--- src/sv/rso_pkg.sv ---
package rso_pkg;

	typedef enum logic [1:0] {
		CMD_INTERSECT = 2'd0,
		CMD_UNION     = 2'd1,
		CMD_SUBTRACT  = 2'd2
	} rso_cmd_t;

	typedef struct packed {
		logic a_empty;
		logic b_empty;
	} rso_flags_t;

endpackage

--- src/sv/rso_if.sv ---
interface rso_req_if #(parameter int COORD_BITS = 16);
	logic                         valid;
	logic                         ready;
	logic [1:0]                   command;
	logic signed [COORD_BITS-1:0] a_left;
	logic signed [COORD_BITS-1:0] a_top;
	logic signed [COORD_BITS-1:0] a_right;
	logic signed [COORD_BITS-1:0] a_bottom;
	logic signed [COORD_BITS-1:0] b_left;
	logic signed [COORD_BITS-1:0] b_top;
	logic signed [COORD_BITS-1:0] b_right;
	logic signed [COORD_BITS-1:0] b_bottom;

	modport source (
		output valid, command, a_left, a_top, a_right, a_bottom,
		       b_left, b_top, b_right, b_bottom,
		input  ready
	);
	modport sink (
		input  valid, command, a_left, a_top, a_right, a_bottom,
		       b_left, b_top, b_right, b_bottom,
		output ready
	);
endinterface

interface rso_rsp_if #(parameter int COORD_BITS = 16);
	logic                         valid;
	logic                         ready;
	logic signed [COORD_BITS-1:0] out_left;
	logic signed [COORD_BITS-1:0] out_top;
	logic signed [COORD_BITS-1:0] out_right;
	logic signed [COORD_BITS-1:0] out_bottom;
	logic                         nonempty;

	modport source (
		output valid, out_left, out_top, out_right, out_bottom, nonempty,
		input  ready
	);
	modport sink (
		input  valid, out_left, out_top, out_right, out_bottom, nonempty,
		output ready
	);
endinterface

--- src/sv/rso_front.sv ---
module rso_front #(
	parameter int COORD_BITS = 16
) (
	input  logic                         clk,
	input  logic                         arst_n,
	input  logic                         in_valid,
	output logic                         in_ready,
	input  logic [1:0]                   command,
	input  logic signed [COORD_BITS-1:0] a_l,
	input  logic signed [COORD_BITS-1:0] a_t,
	input  logic signed [COORD_BITS-1:0] a_r,
	input  logic signed [COORD_BITS-1:0] a_b,
	input  logic signed [COORD_BITS-1:0] b_l,
	input  logic signed [COORD_BITS-1:0] b_t,
	input  logic signed [COORD_BITS-1:0] b_r,
	input  logic signed [COORD_BITS-1:0] b_b,
	output logic                         out_valid,
	input  logic                         out_ready,
	output logic [1:0]                   command_s1,
	output rso_pkg::rso_flags_t          flags_s1,
	output logic signed [COORD_BITS-1:0] a_s1 [4],
	output logic signed [COORD_BITS-1:0] b_s1 [4],
	output logic signed [COORD_BITS-1:0] ix_s1 [4],
	output logic signed [COORD_BITS-1:0] un_s1 [4]
);
	logic                valid_s1;
	rso_pkg::rso_flags_t flags;

	assign in_ready  = !valid_s1 || out_ready;
	assign out_valid = valid_s1;

	always_comb begin
		flags.a_empty = (a_l >= a_r) || (a_t >= a_b);
		flags.b_empty = (b_l >= b_r) || (b_t >= b_b);
	end

	always_ff @(posedge clk or negedge arst_n) begin
		if (!arst_n) begin
			valid_s1 <= 1'b0;
		end else if (in_ready) begin
			valid_s1 <= in_valid;
		end
	end

	// order in each array: left, top, right, bottom
	always_ff @(posedge clk) begin
		if (in_ready && in_valid) begin
			command_s1 <= command;
			flags_s1   <= flags;
			a_s1[0] <= a_l;
			a_s1[1] <= a_t;
			a_s1[2] <= a_r;
			a_s1[3] <= a_b;
			b_s1[0] <= b_l;
			b_s1[1] <= b_t;
			b_s1[2] <= b_r;
			b_s1[3] <= b_b;
			ix_s1[0] <= (a_l > b_l) ? a_l : b_l;
			ix_s1[1] <= (a_t > b_t) ? a_t : b_t;
			ix_s1[2] <= (a_r < b_r) ? a_r : b_r;
			ix_s1[3] <= (a_b < b_b) ? a_b : b_b;
			un_s1[0] <= (a_l < b_l) ? a_l : b_l;
			un_s1[1] <= (a_t < b_t) ? a_t : b_t;
			un_s1[2] <= (a_r > b_r) ? a_r : b_r;
			un_s1[3] <= (a_b > b_b) ? a_b : b_b;
		end
	end
endmodule

--- src/sv/rso_select.sv ---
module rso_select #(
	parameter int COORD_BITS = 16
) (
	input  logic                         clk,
	input  logic                         arst_n,
	input  logic                         in_valid,
	output logic                         in_ready,
	input  logic [1:0]                   command_s1,
	input  rso_pkg::rso_flags_t          flags_s1,
	input  logic signed [COORD_BITS-1:0] a_s1 [4],
	input  logic signed [COORD_BITS-1:0] b_s1 [4],
	input  logic signed [COORD_BITS-1:0] ix_s1 [4],
	input  logic signed [COORD_BITS-1:0] un_s1 [4],
	output logic                         out_valid,
	input  logic                         out_ready,
	output logic signed [COORD_BITS-1:0] res_s2 [4],
	output logic                         nonempty_s2
);
	logic                         valid_s2;
	logic                         ix_empty;
	logic                         ov_ok;
	logic                         full_h;
	logic                         full_w;
	logic signed [COORD_BITS-1:0] res [4];
	logic                         ok;

	assign in_ready  = !valid_s2 || out_ready;
	assign out_valid = valid_s2;

	always_comb begin
		ix_empty = (ix_s1[0] >= ix_s1[2]) || (ix_s1[1] >= ix_s1[3]);
		ov_ok    = !flags_s1.a_empty && !flags_s1.b_empty && !ix_empty;
		full_h   = (ix_s1[1] == a_s1[1]) && (ix_s1[3] == a_s1[3]);
		full_w   = (ix_s1[0] == a_s1[0]) && (ix_s1[2] == a_s1[2]);
		for (int i = 0; i < 4; i++) begin
			res[i] = '0;
		end
		ok = 1'b0;
		unique case (rso_pkg::rso_cmd_t'(command_s1))
			rso_pkg::CMD_INTERSECT: begin
				if (ov_ok) begin
					res = ix_s1;
					ok  = 1'b1;
				end
			end
			rso_pkg::CMD_UNION: begin
				if (!flags_s1.a_empty && !flags_s1.b_empty) begin
					res = un_s1;
					ok  = 1'b1;
				end else if (!flags_s1.b_empty) begin
					res = b_s1;
					ok  = 1'b1;
				end else if (!flags_s1.a_empty) begin
					res = a_s1;
					ok  = 1'b1;
				end
			end
			rso_pkg::CMD_SUBTRACT: begin
				if (!flags_s1.a_empty && !(ov_ok && full_h && full_w)) begin
					res = a_s1;
					ok  = 1'b1;
					if (ov_ok) begin
						if (full_h) begin
							if (ix_s1[0] == a_s1[0]) res[0] = ix_s1[2];
							else if (ix_s1[2] == a_s1[2]) res[2] = ix_s1[0];
						end else if (full_w) begin
							if (ix_s1[1] == a_s1[1]) res[1] = ix_s1[3];
							else if (ix_s1[3] == a_s1[3]) res[3] = ix_s1[1];
						end
					end
				end
			end
			default: begin
				ok = 1'b0;
			end
		endcase
	end

	always_ff @(posedge clk or negedge arst_n) begin
		if (!arst_n) begin
			valid_s2 <= 1'b0;
		end else if (in_ready) begin
			valid_s2 <= in_valid;
		end
	end

	always_ff @(posedge clk) begin
		if (in_ready && in_valid) begin
			res_s2      <= res;
			nonempty_s2 <= ok;
		end
	end
endmodule

--- src/sv/rectangle_set_operations.sv ---
// channel | dir | payload                                   | handshake
// req     | in  | command, a_left..a_bottom, b_left..b_bottom | valid/ready
// rsp     | out | out_left..out_bottom, nonempty             | valid/ready
//
// Three register stages: compares/min/max, case select, output register.
// One transaction per cycle sustained while rsp does not stall.
// arst_n clears the stage valid bits only.
// A stall on rsp holds every full stage while empty stages still fill; ready ripples back combinationally.
module rectangle_set_operations #(
	parameter int COORD_BITS = 16
) (
	input  logic     clk,
	input  logic     arst_n,
	rso_req_if.sink  req,
	rso_rsp_if.source rsp
);
	logic                         v1, r1, v2, r2;
	logic [1:0]                   command_s1;
	rso_pkg::rso_flags_t          flags_s1;
	logic signed [COORD_BITS-1:0] a_s1 [4];
	logic signed [COORD_BITS-1:0] b_s1 [4];
	logic signed [COORD_BITS-1:0] ix_s1 [4];
	logic signed [COORD_BITS-1:0] un_s1 [4];
	logic signed [COORD_BITS-1:0] res_s2 [4];
	logic                         nonempty_s2;
	logic                         valid_s3;
	logic signed [COORD_BITS-1:0] res_s3 [4];
	logic                         nonempty_s3;

	rso_front #(.COORD_BITS(COORD_BITS)) u_front (
		.clk        (clk),
		.arst_n     (arst_n),
		.in_valid   (req.valid),
		.in_ready   (req.ready),
		.command    (req.command),
		.a_l        (req.a_left),
		.a_t        (req.a_top),
		.a_r        (req.a_right),
		.a_b        (req.a_bottom),
		.b_l        (req.b_left),
		.b_t        (req.b_top),
		.b_r        (req.b_right),
		.b_b        (req.b_bottom),
		.out_valid  (v1),
		.out_ready  (r1),
		.command_s1 (command_s1),
		.flags_s1   (flags_s1),
		.a_s1       (a_s1),
		.b_s1       (b_s1),
		.ix_s1      (ix_s1),
		.un_s1      (un_s1)
	);

	rso_select #(.COORD_BITS(COORD_BITS)) u_select (
		.clk         (clk),
		.arst_n      (arst_n),
		.in_valid    (v1),
		.in_ready    (r1),
		.command_s1  (command_s1),
		.flags_s1    (flags_s1),
		.a_s1        (a_s1),
		.b_s1        (b_s1),
		.ix_s1       (ix_s1),
		.un_s1       (un_s1),
		.out_valid   (v2),
		.out_ready   (r2),
		.res_s2      (res_s2),
		.nonempty_s2 (nonempty_s2)
	);

	assign r2 = !valid_s3 || rsp.ready;

	always_ff @(posedge clk or negedge arst_n) begin
		if (!arst_n) begin
			valid_s3 <= 1'b0;
		end else if (r2) begin
			valid_s3 <= v2;
		end
	end

	always_ff @(posedge clk) begin
		if (r2 && v2) begin
			res_s3      <= res_s2;
			nonempty_s3 <= nonempty_s2;
		end
	end

	assign rsp.valid      = valid_s3;
	assign rsp.out_left   = res_s3[0];
	assign rsp.out_top    = res_s3[1];
	assign rsp.out_right  = res_s3[2];
	assign rsp.out_bottom = res_s3[3];
	assign rsp.nonempty   = nonempty_s3;
endmodule

--- src/flat_wrapper.sv ---
// flat-port wrapper written by rule: the top's interface ports become plain ports
module rectangle_set_operations_flat 
#(
	parameter int COORD_BITS = 16
)
  (clk, arst_n, req_valid, req_command, req_a_left, req_a_top, req_a_right, req_a_bottom, req_b_left, req_b_top, req_b_right, req_b_bottom, req_ready, rsp_valid, rsp_out_left, rsp_out_top, rsp_out_right, rsp_out_bottom, rsp_nonempty, rsp_ready);
  rso_req_if #(.COORD_BITS(COORD_BITS)) req_i ();
  rso_rsp_if #(.COORD_BITS(COORD_BITS)) rsp_i ();
  input  logic clk;
  input  logic arst_n;
  input wire logic [$bits(req_i.valid)-1:0] req_valid;
  input wire logic [$bits(req_i.command)-1:0] req_command;
  input wire logic [$bits(req_i.a_left)-1:0] req_a_left;
  input wire logic [$bits(req_i.a_top)-1:0] req_a_top;
  input wire logic [$bits(req_i.a_right)-1:0] req_a_right;
  input wire logic [$bits(req_i.a_bottom)-1:0] req_a_bottom;
  input wire logic [$bits(req_i.b_left)-1:0] req_b_left;
  input wire logic [$bits(req_i.b_top)-1:0] req_b_top;
  input wire logic [$bits(req_i.b_right)-1:0] req_b_right;
  input wire logic [$bits(req_i.b_bottom)-1:0] req_b_bottom;
  output wire logic [$bits(req_i.ready)-1:0] req_ready;
  output wire logic [$bits(rsp_i.valid)-1:0] rsp_valid;
  output wire logic [$bits(rsp_i.out_left)-1:0] rsp_out_left;
  output wire logic [$bits(rsp_i.out_top)-1:0] rsp_out_top;
  output wire logic [$bits(rsp_i.out_right)-1:0] rsp_out_right;
  output wire logic [$bits(rsp_i.out_bottom)-1:0] rsp_out_bottom;
  output wire logic [$bits(rsp_i.nonempty)-1:0] rsp_nonempty;
  input wire logic [$bits(rsp_i.ready)-1:0] rsp_ready;
  assign req_i.valid = req_valid;
  assign req_i.command = req_command;
  assign req_i.a_left = req_a_left;
  assign req_i.a_top = req_a_top;
  assign req_i.a_right = req_a_right;
  assign req_i.a_bottom = req_a_bottom;
  assign req_i.b_left = req_b_left;
  assign req_i.b_top = req_b_top;
  assign req_i.b_right = req_b_right;
  assign req_i.b_bottom = req_b_bottom;
  assign req_ready = req_i.ready;
  assign rsp_valid = rsp_i.valid;
  assign rsp_out_left = rsp_i.out_left;
  assign rsp_out_top = rsp_i.out_top;
  assign rsp_out_right = rsp_i.out_right;
  assign rsp_out_bottom = rsp_i.out_bottom;
  assign rsp_nonempty = rsp_i.nonempty;
  assign rsp_i.ready = rsp_ready;
  rectangle_set_operations #(.COORD_BITS(COORD_BITS)) u_core (.clk(clk), .arst_n(arst_n), .req(req_i), .rsp(rsp_i));
endmodule
--- config.mk ---
export PLATFORM = sky130hd
export DESIGN_NAME = rectangle_set_operations_flat
export DESIGN_NICKNAME = d
export VERILOG_FILES = /design/src/sv/rso_pkg.sv /design/src/sv/rso_if.sv /design/src/sv/rso_front.sv /design/src/sv/rso_select.sv /design/src/sv/rectangle_set_operations.sv /design/src/flat_wrapper.sv
export SDC_FILE = /design/constraint.sdc
export NUM_CORES = 1
export LEC_CHECK = 0
export BUFFER_PORTS_ARGS = -buffer_cell sky130_fd_sc_hd__buf_2
export CORE_MARGIN = 2
export CORE_UTILIZATION = 30
export CTS_BUF_LIST = sky130_fd_sc_hd__clkbuf_4
export DETAILED_ROUTE_END_ITERATION = 8
export PLACE_DENSITY = 0.45
export REMOVE_ABC_BUFFERS = 1
export SLEW_MARGIN = 40
export SYNTH_ARGS = -nofsm -noshare
export SYNTH_HDL_FRONTEND = slang
export SYNTH_SLANG_ARGS = --single-unit
--- constraint.sdc ---
create_clock -name clk -period 8.7 [get_ports clk]
set_clock_uncertainty 0.15 [all_clocks]
set_input_delay 1.74 -clock clk [delete_from_list [all_inputs] [get_ports clk]]
set_output_delay 1.74 -clock clk [all_outputs]
set_load 0.01 [all_outputs]
=== After elaboration in Yosys (flattened, before gate mapping) ===
Cells that the tools add are included.

* $lt $le $gt $ge: 14
* Equality and inequality tests: 6
* Muxes and demuxes: 33
* Reductions and logical operators: 24

{| class="wikitable"
|+ Operators with widths
! operator !! number
|-
| $mux W64 || 6
|-
| $mux W16 || 20
|-
| $pmux W64 S3 || 1
|-
| $ge A16 B16 Y1 || 6
|-
| $eq A16 B16 Y1 || 4
|-
| $gt A16 B16 Y1 || 4
|-
| $lt A16 B16 Y1 || 4
|-
| $logic_and A1 B1 Y1 || 10
|-
| $logic_not A1 Y1 || 7
|-
| $logic_or A1 B1 Y1 || 6
|-
| $mux W1 || 5
|-
| $pmux W1 S3 || 1
|-
| $eq A2 B1 Y1 const B || 1
|-
| $eq A2 B2 Y1 const B || 1
|-
| $logic_not A2 Y1 || 1
|}

* Flip-flop bits (word level): 393
* Bits of input ports: 134
* Output and inout bits: 67
* Logic and storage cells: 109

=== Logic depth before layout (Yosys ltp) ===
* Depth after elaboration: 10
* Gate-level depth with buffers: 12
* Depth with buffers taken out: 10

=== Hierarchy ===
Synthesis repeated with hierarchy kept, for this count alone.

* Cells, all modules: 1,566
* Area total of the unflattened synthesis: 21,215.3 sq um

{| class="wikitable"
|+ By module, submodules not included
! module !! times used !! cells an instance !! area an instance (sq um)
|-
| rso_front || 1 || 841 || 12,603.3
|-
| rso_select || 1 || 656 || 6,606.3
|-
| rectangle_set_operations || 1 || 69 || 2,005.7
|}

=== Least setup slack after synthesis ===
Ideal clock, no wire load.

* Path kind: input-to-reg
* Start point: input port rsp_ready
* End point: register u_core.u_front.a_s1[0] in the netlist's numbering (enable)
* Setup time: 0.655 ns
* Arrival time: 7.890 ns
* Required time: 7.895 ns
* Setup slack: 0.006 ns
* Stages: 3
* Cell sequence: nor2b_1 -> nand3_1 -> and2_1

* Word-level cells in the longest chain between the ends: 4

{| class="wikitable"
|+ RTL lines
! item !! RTL line !! source
|-
| from (decl) || flat_wrapper.sv:28 || <nowiki>input wire logic [$bits(rsp_i.ready)-1:0] rsp_ready;</nowiki>
|-
| $logic_or A1 B1 Y1 || rectangle_set_operations.sv:71 || <nowiki>assign r2 = !valid_s3 || rsp.ready;</nowiki>
|-
| $logic_or A1 B1 Y1 || rso_select.sv:27 || <nowiki>assign in_ready = !valid_s2 || out_ready;</nowiki>
|-
| $logic_or A1 B1 Y1 || rso_front.sv:29 || <nowiki>assign in_ready = !valid_s1 || out_ready;</nowiki>
|-
| via req_ready || flat_wrapper.sv:21 || <nowiki>output wire logic [$bits(req_i.ready)-1:0] req_ready;</nowiki>
|-
| $logic_and A1 B1 Y1 || rso_front.sv:47 || <nowiki>if (in_ready && in_valid) begin</nowiki>
|-
| to (decl) || rso_front.sv:21 || <nowiki>output logic signed [COORD_BITS-1:0] a_s1 [4],</nowiki>
|}

The timed path passes the listed nets, and every way through them passes these cells.
A chain may end at the register's enable or synchronous reset.

=== Final worst setup path ===
* Start point: input port req_b_right[15]
* End point: register u_core.u_front.un_s1[31] in the netlist's numbering, data pin

* Word-level cells in the longest chain between the ends: 2

{| class="wikitable"
|+ RTL lines
! item !! RTL line !! source
|-
| from (decl) || flat_wrapper.sv:19 || <nowiki>input wire logic [$bits(req_i.b_right)-1:0] req_b_right;</nowiki>
|-
| $gt A16 B16 Y1 || rso_front.sv:64 || <nowiki>un_s1[2] <= (a_r > b_r) ? a_r : b_r;</nowiki>
|-
| $mux W16 (*) || rso_front.sv:64 ||
|-
| to (decl) || rso_front.sv:24 || <nowiki>output logic signed [COORD_BITS-1:0] un_s1 [4]</nowiki>
|}

Mark *: on every way between the ends. The rest lies on a longest branch, timed or not.

==> results.md <==
Run status:
- The run finished with clean final reports.

Global routing:
- Entering global routing, the biggest net connects ~150 pins.
- The number of antenna violations at the first check in global routing was 22.
- The wire length of the first global-routing pass is ~110,000 um.
- After global routing the overflow that remains totals 0.
- The number of global-route vias before repair is between 15,000 and 20,000.
- For this run, the total global-route usage over all layers was measured as 0.199.

Route:
- The first routing iteration left roughly 1,600 violations.
- For this run, the detailed router's first-pass iteration total came to 7.
- The via count is between 15,000 and 20,000.
- The count of nets left with antenna violations once routing finished came out at 0.
- The total routed wirelength is around 75,000 um.
- The wire length per cell is between 20 and 25 um.
- Using the TritonRoute via totals, the vias-per-cell ratio works out to about 5.4.
- In the routed design, unresolved DRC markers number 0.

Power:
- In this run the static leakage power is 0.0101 uW.
- The total power is 4950 uW.
- The worst voltage drop across the vdd grid is 0.0826 mV.
- In this run the power density over the cells is a little under 200 mW/mm2.

Synth:
- In the synthesized netlist, the number of instances is ~1,700.
- The share of the Yosys chip area taken by registers is 0.548.
- The per-instance average area after synthesis is around 12 um2.
- The prevailing post-synth register cell is sky130_fd_sc_hd__edfxtp_1.
- In this run, synthesis inferred a little under 400 flip-flops with an integrated enable.
- The share of synthesized registers carrying an async set or reset is 0.00763.
- The count of yosys warnings during synthesis is 0.
- In this run, synthesis produced a sequential element count of between 300 and 400.
- The number of different library cells used by synthesis comes to just under 60.
- The area of the mapped netlist is approximately 0.022 mm2.

Timing:
- The worst path needs about 5.5 ns of the cycle, external delays included.
- The worst hold margin is 0.257 ns.
- Measured against its own limit, the worst slew margin works out to 0.425.
- The sum of negative setup slack is 0 ns.
- For the pin with the worst max-slew slack, the measured transition is around 0.86 ns.
- The count of final hold-check violations was 0.
- The number of pins with negative max-slew slack in the final report came to 0.
- The peak clock frequency supported by timing is roughly 180 MHz.
- Setup violations remaining at the end of the flow were counted as 0.
- The post-route fraction of the period consumed by the critical path is 0.629.
- Setup repair after global routing left no endpoint under its margin.

Clocking:
- The CTS clock-pin slew for the worst setup and hold paths is around 0.070 ns.
- The clock network latency to the later pin of the worst-skew pair is slightly below 0.9 ns.
- For this design, the sink count on the clock tree is ~390.
- The number of setup buffers added after CTS is 0.
- The largest buffer count on any clock path is 3.
- After clock tree synthesis, the repair step resized 0 gates.
- In this run the number of H-tree levels came out at 3.
- In this run, post-CTS hold repair placed 0 buffers.
- TritonCTS built the clock tree.
- The library cell used as clock root buffer is sky130_fd_sc_hd__clkbuf_4.
- The total clock buffers created by CTS is around 110.

Worst setup path:
- The slowest cell on the critical path is sky130_fd_sc_hd__or4_2.
- For this run, the slowest stage of the critical path takes about 1 ns.
- The number of cell instances on the worst register-to-register path is 11.
- For the worst setup path, the data required time is slightly above 9 ns.
- Of all nets on the critical path, the largest fanout is 60.
- The end of the worst register-to-register path is u_core.u_select.res_s2[15].
- The endpoint type of the worst setup path is a flop.
- For flop-to-flop paths, the worst setup slack is between 3 and 4 ns.
- The most numerous cell type found on the critical path is sky130_fd_sc_hd__inv_1.
- The reg-to-reg startpoint is u_core.u_front.ix_s1[31].
- For the worst setup path, the data arrival time is 6.04 ns.
- Traced cell by cell, the critical path runs through buf_2, inv_1, ha_2, buf_4, nand4_1, or2_2, or4_2, inv_1, a2111oi_0, o211ai_1.
- The worst setup path is launched from a primary input.
- The critical path is of the primary input to flop type.

Die:
- The core region is 0.0712 mm2.
- From bottom edge to top edge, the die measures ~270 um.
- The initial utilization of the core area, before any placement, comes to 0.302.
- The number of rows in the core area is 98.
- The number of primary I/O pins is 201.
- The die covers about 0.074 mm2.
- From left edge to right edge, the die measures 272 um.

Worst hold path:
- The worst hold path passes through 0 cells.
- The start point of the worst hold path is u_core.u_select.res_s2[16].
- The path with the worst hold slack has its endpoint at u_core.rsp.out_right[0].
- The class of the worst hold path is flop to flop.

Place:
- The placed standard-cell area is around 0.024 mm2.
- Port buffering added 200 buffers.
- The HPWL after detailed placement is 51,700 um.
- Routability-driven placement finished with a final weighted congestion of between 0.8 and 0.9.

Cells and area:
- The count of fill cells added during filler insertion is a little over 7,000.
- The finished cells cover ~0.025 mm2.
- The synthesis-to-layout area growth is 16.2%.
- At the end of the flow, the number of nets in the layout was 2,265.
- For this run, the share of the core covered by cells in the final layout is 0.351.
- The fraction of layout cells with a size suffix above 1 is 0.224.

Flow run:
- Max-cap violations in this run came to 0.
[power by group]
group	leakage, uW	internal (uW)	switching (uW)
Combinational	0.00552	325	558
Clock	0.000788	832	807
Sequential	0.00384	2320	104
[critical path: cells and delay by family]
family,cells,cell delay (ns)
buf+inv,4,1.47
simple gates,3,1.69
compound gates,2,0.38
fa+ha+maj,1,0.73
[layout make-up]
class / instances / area [um2] / area share
Sequential cell: 393 / 11800 / 0.471
Multi-Input combinational cell: 1106 / 8880 / 0.355
Timing Repair Buffer: 227 / 1280 / 0.0513
Tap cell: 950 / 1190 / 0.0475
Clock buffer: 152 / 1140 / 0.0456
Inverter: 135 / 507 / 0.0203
Clock inverter: 39 / 190 / 0.00760
Antenna cell: 12 / 30.0 / 0.00120
[synth_stat cells (4+ instances only)]
cell type	instances	area [um2]
sky130_fd_sc_hd__buf_6	6	67.6
sky130_fd_sc_hd__or3_1	16	100
sky130_fd_sc_hd__o22a_1	14	123
sky130_fd_sc_hd__inv_1	135	507
sky130_fd_sc_hd__clkbuf_1	62	233
sky130_fd_sc_hd__nand2_1	54	203
sky130_fd_sc_hd__nor2_1	34	128
sky130_fd_sc_hd__a21o_1	18	135
sky130_fd_sc_hd__o21a_1	15	113
sky130_fd_sc_hd__nand2b_1	12	75.1
sky130_fd_sc_hd__o21ai_1	35	175
sky130_fd_sc_hd__nand4_4	4	85.1
sky130_fd_sc_hd__o211ai_1	19	143
sky130_fd_sc_hd__buf_4	7	52.6
sky130_fd_sc_hd__a211o_1	4	35.0
sky130_fd_sc_hd__mux2i_1	86	861
sky130_fd_sc_hd__o31ai_1	18	135
sky130_fd_sc_hd__buf_2	11	55.1
sky130_fd_sc_hd__nor4_1	7	43.8
sky130_fd_sc_hd__nand3_1	28	140
sky130_fd_sc_hd__a211oi_1	22	165
sky130_fd_sc_hd__xnor2_1	65	569
sky130_fd_sc_hd__a222oi_1	64	641
sky130_fd_sc_hd__ha_1	160	2000
sky130_fd_sc_hd__buf_1	4	15.0
sky130_fd_sc_hd__and4_1	7	61.3
sky130_fd_sc_hd__edfxtp_1	390	11700
sky130_fd_sc_hd__a22o_1	65	569
sky130_fd_sc_hd__nor2b_1	24	150
sky130_fd_sc_hd__nand4_1	55	344
sky130_fd_sc_hd__a21oi_1	69	345
sky130_fd_sc_hd__mux2_2	45	507
sky130_fd_sc_hd__nor3_1	24	120
sky130_fd_sc_hd__o21ai_0	103	515
[cell usage in the layout (no fill, tap or decap), drive strengths merged, types with 4 or more instances in the layout]
master	n
a211o	4
a211oi	22
a21o	18
a21oi	69
a222oi	64
a22o	65
and4	8
buf	227
clkbuf	152
clkinv	34
diode	12
edfxtp	390
ha	160
inv	137
mux2	45
mux2i	88
nand2	55
nand2b	12
nand3	28
nand4	59
nor2	34
nor2b	24
nor3	24
nor4	7
o211ai	20
o21a	15
o21ai	138
o22a	14
o31ai	18
or3	16
xnor2	65
[sequential cells by signal, summed over array words and instances, names as in the netlist, 2 cells and up]
| name | count |
|---|---|
| u_core.rsp.out_bottom | 16 |
| u_core.rsp.out_left | 16 |
| u_core.rsp.out_right | 16 |
| u_core.rsp.out_top | 16 |
| u_core.u_front.a_s1 | 64 |
| u_core.u_front.b_s1 | 64 |
| u_core.u_front.command_s1 | 2 |
| u_core.u_front.flags_s1 | 2 |
| u_core.u_front.ix_s1 | 64 |
| u_core.u_front.un_s1 | 64 |
| u_core.u_select.res_s2 | 64 |
[worst max path at each step]
stage / from / end / slack, ns / cells after the start
floorplan: rsp_ready / u_core.u_front.a_s1[0] / 0.006 / 3
global placement: req_b_right[15] / u_core.u_front.un_s1[31] / 2.48 / 10
detailed placement: req_b_right[15] / u_core.u_front.un_s1[31] / 2.34 / 10
CTS: req_b_right[15] / u_core.u_front.un_s1[31] / 3.31 / 10
global route: req_b_right[15] / u_core.u_front.un_s1[31] / 3.01 / 10
finish: req_b_right[15] / u_core.u_front.un_s1[31] / 3.23 / 10
[kinds of logic after synthesis]
group,after synthesis,share of synthesized area
mux,133,0.0648
flops,393,0.548
simple gates,283,0.0733
compound gates,465,0.152
buf+inv,225,0.0432
xor+xnor,65,0.0265
fa+ha+maj,160,0.0930
[metal layers]
| layer | global-route usage | vias to the layer above | wire length, um |
|---|---|---|---|
| met5 | 0 | - | 108 |
| li1 | - | 7370 | - |
| met4 | 0.0658 | 16 | 1490 |
| met1 | 0.273 | 7980 | 33900 |
| met3 | 0.0458 | 97 | 5400 |
| met2 | 0.309 | 662 | 33700 |
[stage by stage]
| step | setup WS [ns] | cells |
|---|---|---|
| 2_1_floorplan | 0.00559 | 1634 |
| 3_3_place_gp | 2.48 | 2807 |
| 4_1_cts | 3.31 | 3001 |
| 3_5_place_dp | 2.34 | 2810 |
| 6_report | 3.23 | 3014 |
| 5_1_grt | 3.01 | 3012 |
Power figures use the tool's default switching activity.
